===== src/rtl/core/sts_div.sv =====
`default_nettype none

// pipelined restoring divider, BPS quotient bits per stage; quotient must fit QW bits
module sts_div #(
	parameter int NW  = 24,
	parameter int DW  = 8,
	parameter int QW  = 17,
	parameter int BPS = 2
) (
	input  logic          clk,
	input  logic          en,
	input  logic [NW-1:0] num,
	input  logic [DW-1:0] den,
	output logic [QW-1:0] quo
);

	localparam int NS = (QW + BPS - 1) / BPS;
	localparam int WW = (NW > DW + QW) ? NW : DW + QW;

	logic [NW-1:0] rem_s [NS];
	logic [DW-1:0] den_s [NS];
	logic [QW-1:0] q_s   [NS];

	for (genvar g = 0; g < NS; g++) begin : g_stage
		logic [NW-1:0] r_in, r_nx;
		logic [DW-1:0] d_in;
		logic [QW-1:0] q_in, q_nx;

		if (g == 0) begin : g_first
			assign r_in = num;
			assign d_in = den;
			assign q_in = '0;
		end else begin : g_next
			assign r_in = rem_s[g-1];
			assign d_in = den_s[g-1];
			assign q_in = q_s[g-1];
		end

		always_comb begin
			logic [WW-1:0] sh;
			int            b;
			r_nx = r_in;
			q_nx = q_in;
			sh   = '0;
			for (int j = 0; j < BPS; j++) begin
				b = QW - 1 - (g * BPS + j);
				if (b >= 0) begin
					sh = WW'(d_in) << b;
					if (WW'(r_nx) >= sh) begin
						r_nx = NW'(WW'(r_nx) - sh);
						q_nx[b] = 1'b1;
					end
				end
			end
		end

		always_ff @(posedge clk) begin
			if (en) begin
				rem_s[g] <= r_nx;
				den_s[g] <= d_in;
				q_s[g]   <= q_nx;
			end
		end
	end

	assign quo = q_s[NS-1];

endmodule

`default_nettype wire


===== config.mk =====
export PLATFORM = sky130hd
export DESIGN_NAME = sts_div
export DESIGN_NICKNAME = d
export VERILOG_FILES = /design/src/rtl/core/sts_div.sv
export SDC_FILE = /design/constraint.sdc
export NUM_CORES = 1
export LEC_CHECK = 0
export BUFFER_PORTS_ARGS = -buffer_cell sky130_fd_sc_hd__clkbuf_2
export CAP_MARGIN = 15
export CORE_AREA = 5 5 188 190
export CTS_CLUSTER_SIZE = 25
export DETAILED_ROUTE_END_ITERATION = 12
export DIE_AREA = 0 0 193 195
export PLACE_DENSITY = 0.82
export SLEW_MARGIN = 40
export SYNTH_ARGS = -nofsm -noshare
export SYNTH_HDL_FRONTEND = slang
export SYNTH_SLANG_ARGS = --single-unit

===== constraint.sdc =====
create_clock -name clk -period 8.9 [get_ports clk]
set_input_delay 1.78 -clock clk [delete_from_list [all_inputs] [get_ports clk]]
set_output_delay 1.78 -clock clk [all_outputs]
set_load 0.1 [all_outputs]

==> results.yml <==
yosys:
  synth.top_cell.area_share: 0.491
  synth_ff_type: "edfxtp_1"
  syn_inst: 1942
  yosys_warnings: 0
  synth_edf_count: 345
  yosysTopAreaCell: "edfxtp_1"
  syn-cell-area_mm2: 0.0211
  synth_area_per_cell_um2: 10.9
  syn_nets: 2128
  synth.distinct_cells: 99
  async_reset_ff_frac: 0
  synth_area_leaders: "edfxtp_1, ha_1, xnor2_1, a21oi_1, inv_1"
  seq_area_frac_synth: 0.491
  ys_ff_latch: 345
cts:
  cts_tree: "yes"
  post-cts-setup-buffers: 0
  cts_buffer_depth: 3
  cts.sinks: 345
  hold_buffers: 0
  cts_buffers: 38
  htreeDepth: 2
  clk_latency_ns: 0.55
  postCtsResizedCells: 0
  path_clk_slew_ns: 0.06
  root_buffer: "clkbuf_16"
worst_setup_path:
  required_ns: 9.19
  critPathMaxFanout: 17
  rrSetupSlack_ns: 2.42
  cp.arrival_ns: 6.77
  critPathCaptureType: "flip-flop"
  critPathKind: "flip-flop to flip-flop"
  critPathLaunchType: "flip-flop"
final_layout:
  multi_input_area_mm2: 0.00997
  fill_cells: 2392
  antenna_cells: 0
  area_delta_synth_final_pct: 9.43
  final_util: 0.693
  seq_area_mm2: 0.0104
  drive_gt1_frac: 0.0983
  final_nets: 2193
  final_cell_count_no_fill: 2483
job:
  drv_cap: 0
pwr:
  combPwrFrac: 0.465
  max-vdd-ir-drop_mv: 0.189
  pwr-share-seq: 0.339
  powerDensity_mw_per_mm2: 331
  finalPower_mw: 7.63
  swShare: 0.389
  internal-power_mw: 4.66
  p_leak_nw: 8.87
  p_clk_frac: 0.196
  p_switching_mw: 2.97
grt:
  grt_pass1_vias: 14271
  globalRouteTotalUtil: 0.230
  antenna_found_initial: 0
  grt_pass1_wl_um: 70900
  grt_overflow_total: 0
  grt_max_degree: 99
timing:
  max_slew_margin: 0.456
  setup_viol: 0
  slew_violations: 0
  rsz0062_at_grt: "false"
  hold_viol: 0
  min_period_ns: 6.48
  worst_slew_pin_slew_ns: 0.796
  fmax_mhz: 154
  fin_tns_setup_ns: 0
  holdWs_ns: 0.414
  finalCritPeriodShare: 0.728
  finalClockSkew_ns: 0.0144
placement:
  gp_congestion: 0.928
  post-dp-hpwl_um: 33000
  io_buffers: 50
  dpl.cell_count: 2415
floorplan:
  die_h_um: 195
  rows: 67
  fp.dieW_um: 193
  start_util: 0.633
  io_pins: 51
  core_mm2: 0.0333
  dieArea_mm2: 0.0376
detailed_routing:
  vias_per_cell: 6.02
  dr.pass1.iters: 5
  ant_nets: 0
  wl_per_cell_um: 17.5
  drc_errors: 0
  dr_total_vias: 14944
  drt-total-wl_um: 43400
  drt_iter0_drc: 1192
worst_hold_path:
  hold_class: "flip-flop to flip-flop"
status:
  status: "finished clean"
## area by class of cell
class	count	area share
repair buffers	60	0.0161
inverters	161	0.0263
clock buffers	40	0.0415
multi-input cells	1401	0.432
well taps	448	0.0243
clock inverters	28	0.0105
flip-flops and latches	345	0.449
## critical path: stages (launching register included)
cell       delay, ns
edfxtp_1        0.39
inv_1           0.07
ha_1            0.16
inv_1           0.05
fa_1            0.40
a21o_1          0.22
a221oi_1        0.41
or3_1           0.20
and2_1          0.48
inv_1           0.24
a21oi_1         0.34
ha_1            0.30
nor2b_1         0.13
o21ai_0         0.23
a21oi_1         0.14
o31a_1          0.29
o31a_1          0.27
a2111oi_2       0.51
nand4_1         0.68
nand4bb_1       0.43
a21oi_1         0.11
xor2_1          0.15
## power by group through the flow
stage	combinational (mW)	sequential (mW)	clock, mW
finish	3.55	2.59	1.50
floorplan	2.79	2.50	0
CTS	3.50	2.58	1.53
global placement	3.36	2.60	0
detailed placement	3.48	2.60	0
global route	3.94	2.62	1.60
## through the flow
step           setup WS, ns  area (µm²)
6_report               2.42       23100
5_1_grt                1.82       23100
4_1_cts                2.44       23100
3_5_place_dp           2.14       21900
3_3_place_gp           2.30       21800
2_1_floorplan          2.22       21100
## worst paths after layout
| kind | from | to | cells past startpoint |
|---|---|---|---|
| max | rem_s[0][58] | rem_s[0][93] | 21 |
| min | q_s[0][33] | q_s[0][50] | 0 |
| max reg2reg | rem_s[0][58] | rem_s[0][93] | 21 |
| min reg2reg | q_s[0][33] | q_s[0][50] | 0 |
## per-layer routing
layer / track usage / up-vias / wire length, µm
li1: - / 7376 / -
met1: 0.327 / 7080 / 19500
met2: 0.379 / 411 / 20600
met3: 0.0270 / 77 / 2340
met4: 0.0614 / 0 / 935
met5: 0 / - / 0
## state kept, by name (all words and copies together), names as in the netlist
name,count
q_s,89
den_s,64
rem_s,192
## synthesized netlist by cell type (38+ instances only)
cell and count:
a21o_1 45, a21oi_1 125, edfxtp_1 345, ha_1 136, inv_1 158, nand2_1 145, nand4_1 38, nor2_1 138
nor3_1 59, o21ai_0 93, xnor2_1 88, xor2_1 54
## cell usage in the layout, fill, tap and decap left out, drive strengths merged, types with 11 or more instances in the layout
master    n
nand2b   25
fa       16
and2     14
mux2     36
a21boi   13
buf      11
mux2i    20
nor4     30
clkinv   18
xor2     54
nor2b    32
or3      14
nand3    35
o31ai    21
o21bai   11
a21o     45
or2      13
nor3     60
o21a     22
ha      136
clkbuf   89
o21ai   100
a21oi   127
nor2    140
nand2   145
inv     163
edfxtp  345
a211oi   11
nand4    39
and3     21
xnor2    88
## kinds of logic after synthesis
logic type,after synthesis,share of synthesized area
AND/OR/NAND/NOR,613,0.152
multiplexers,56,0.0287
adder cells (fa/ha/maj),152,0.0959
flip-flops,345,0.491
AO/OA/AOI/OAI,438,0.137
buffers and inverters,196,0.0363
XOR/XNOR,142,0.0590
Note: power is estimated with default switching activity, not from simulation.
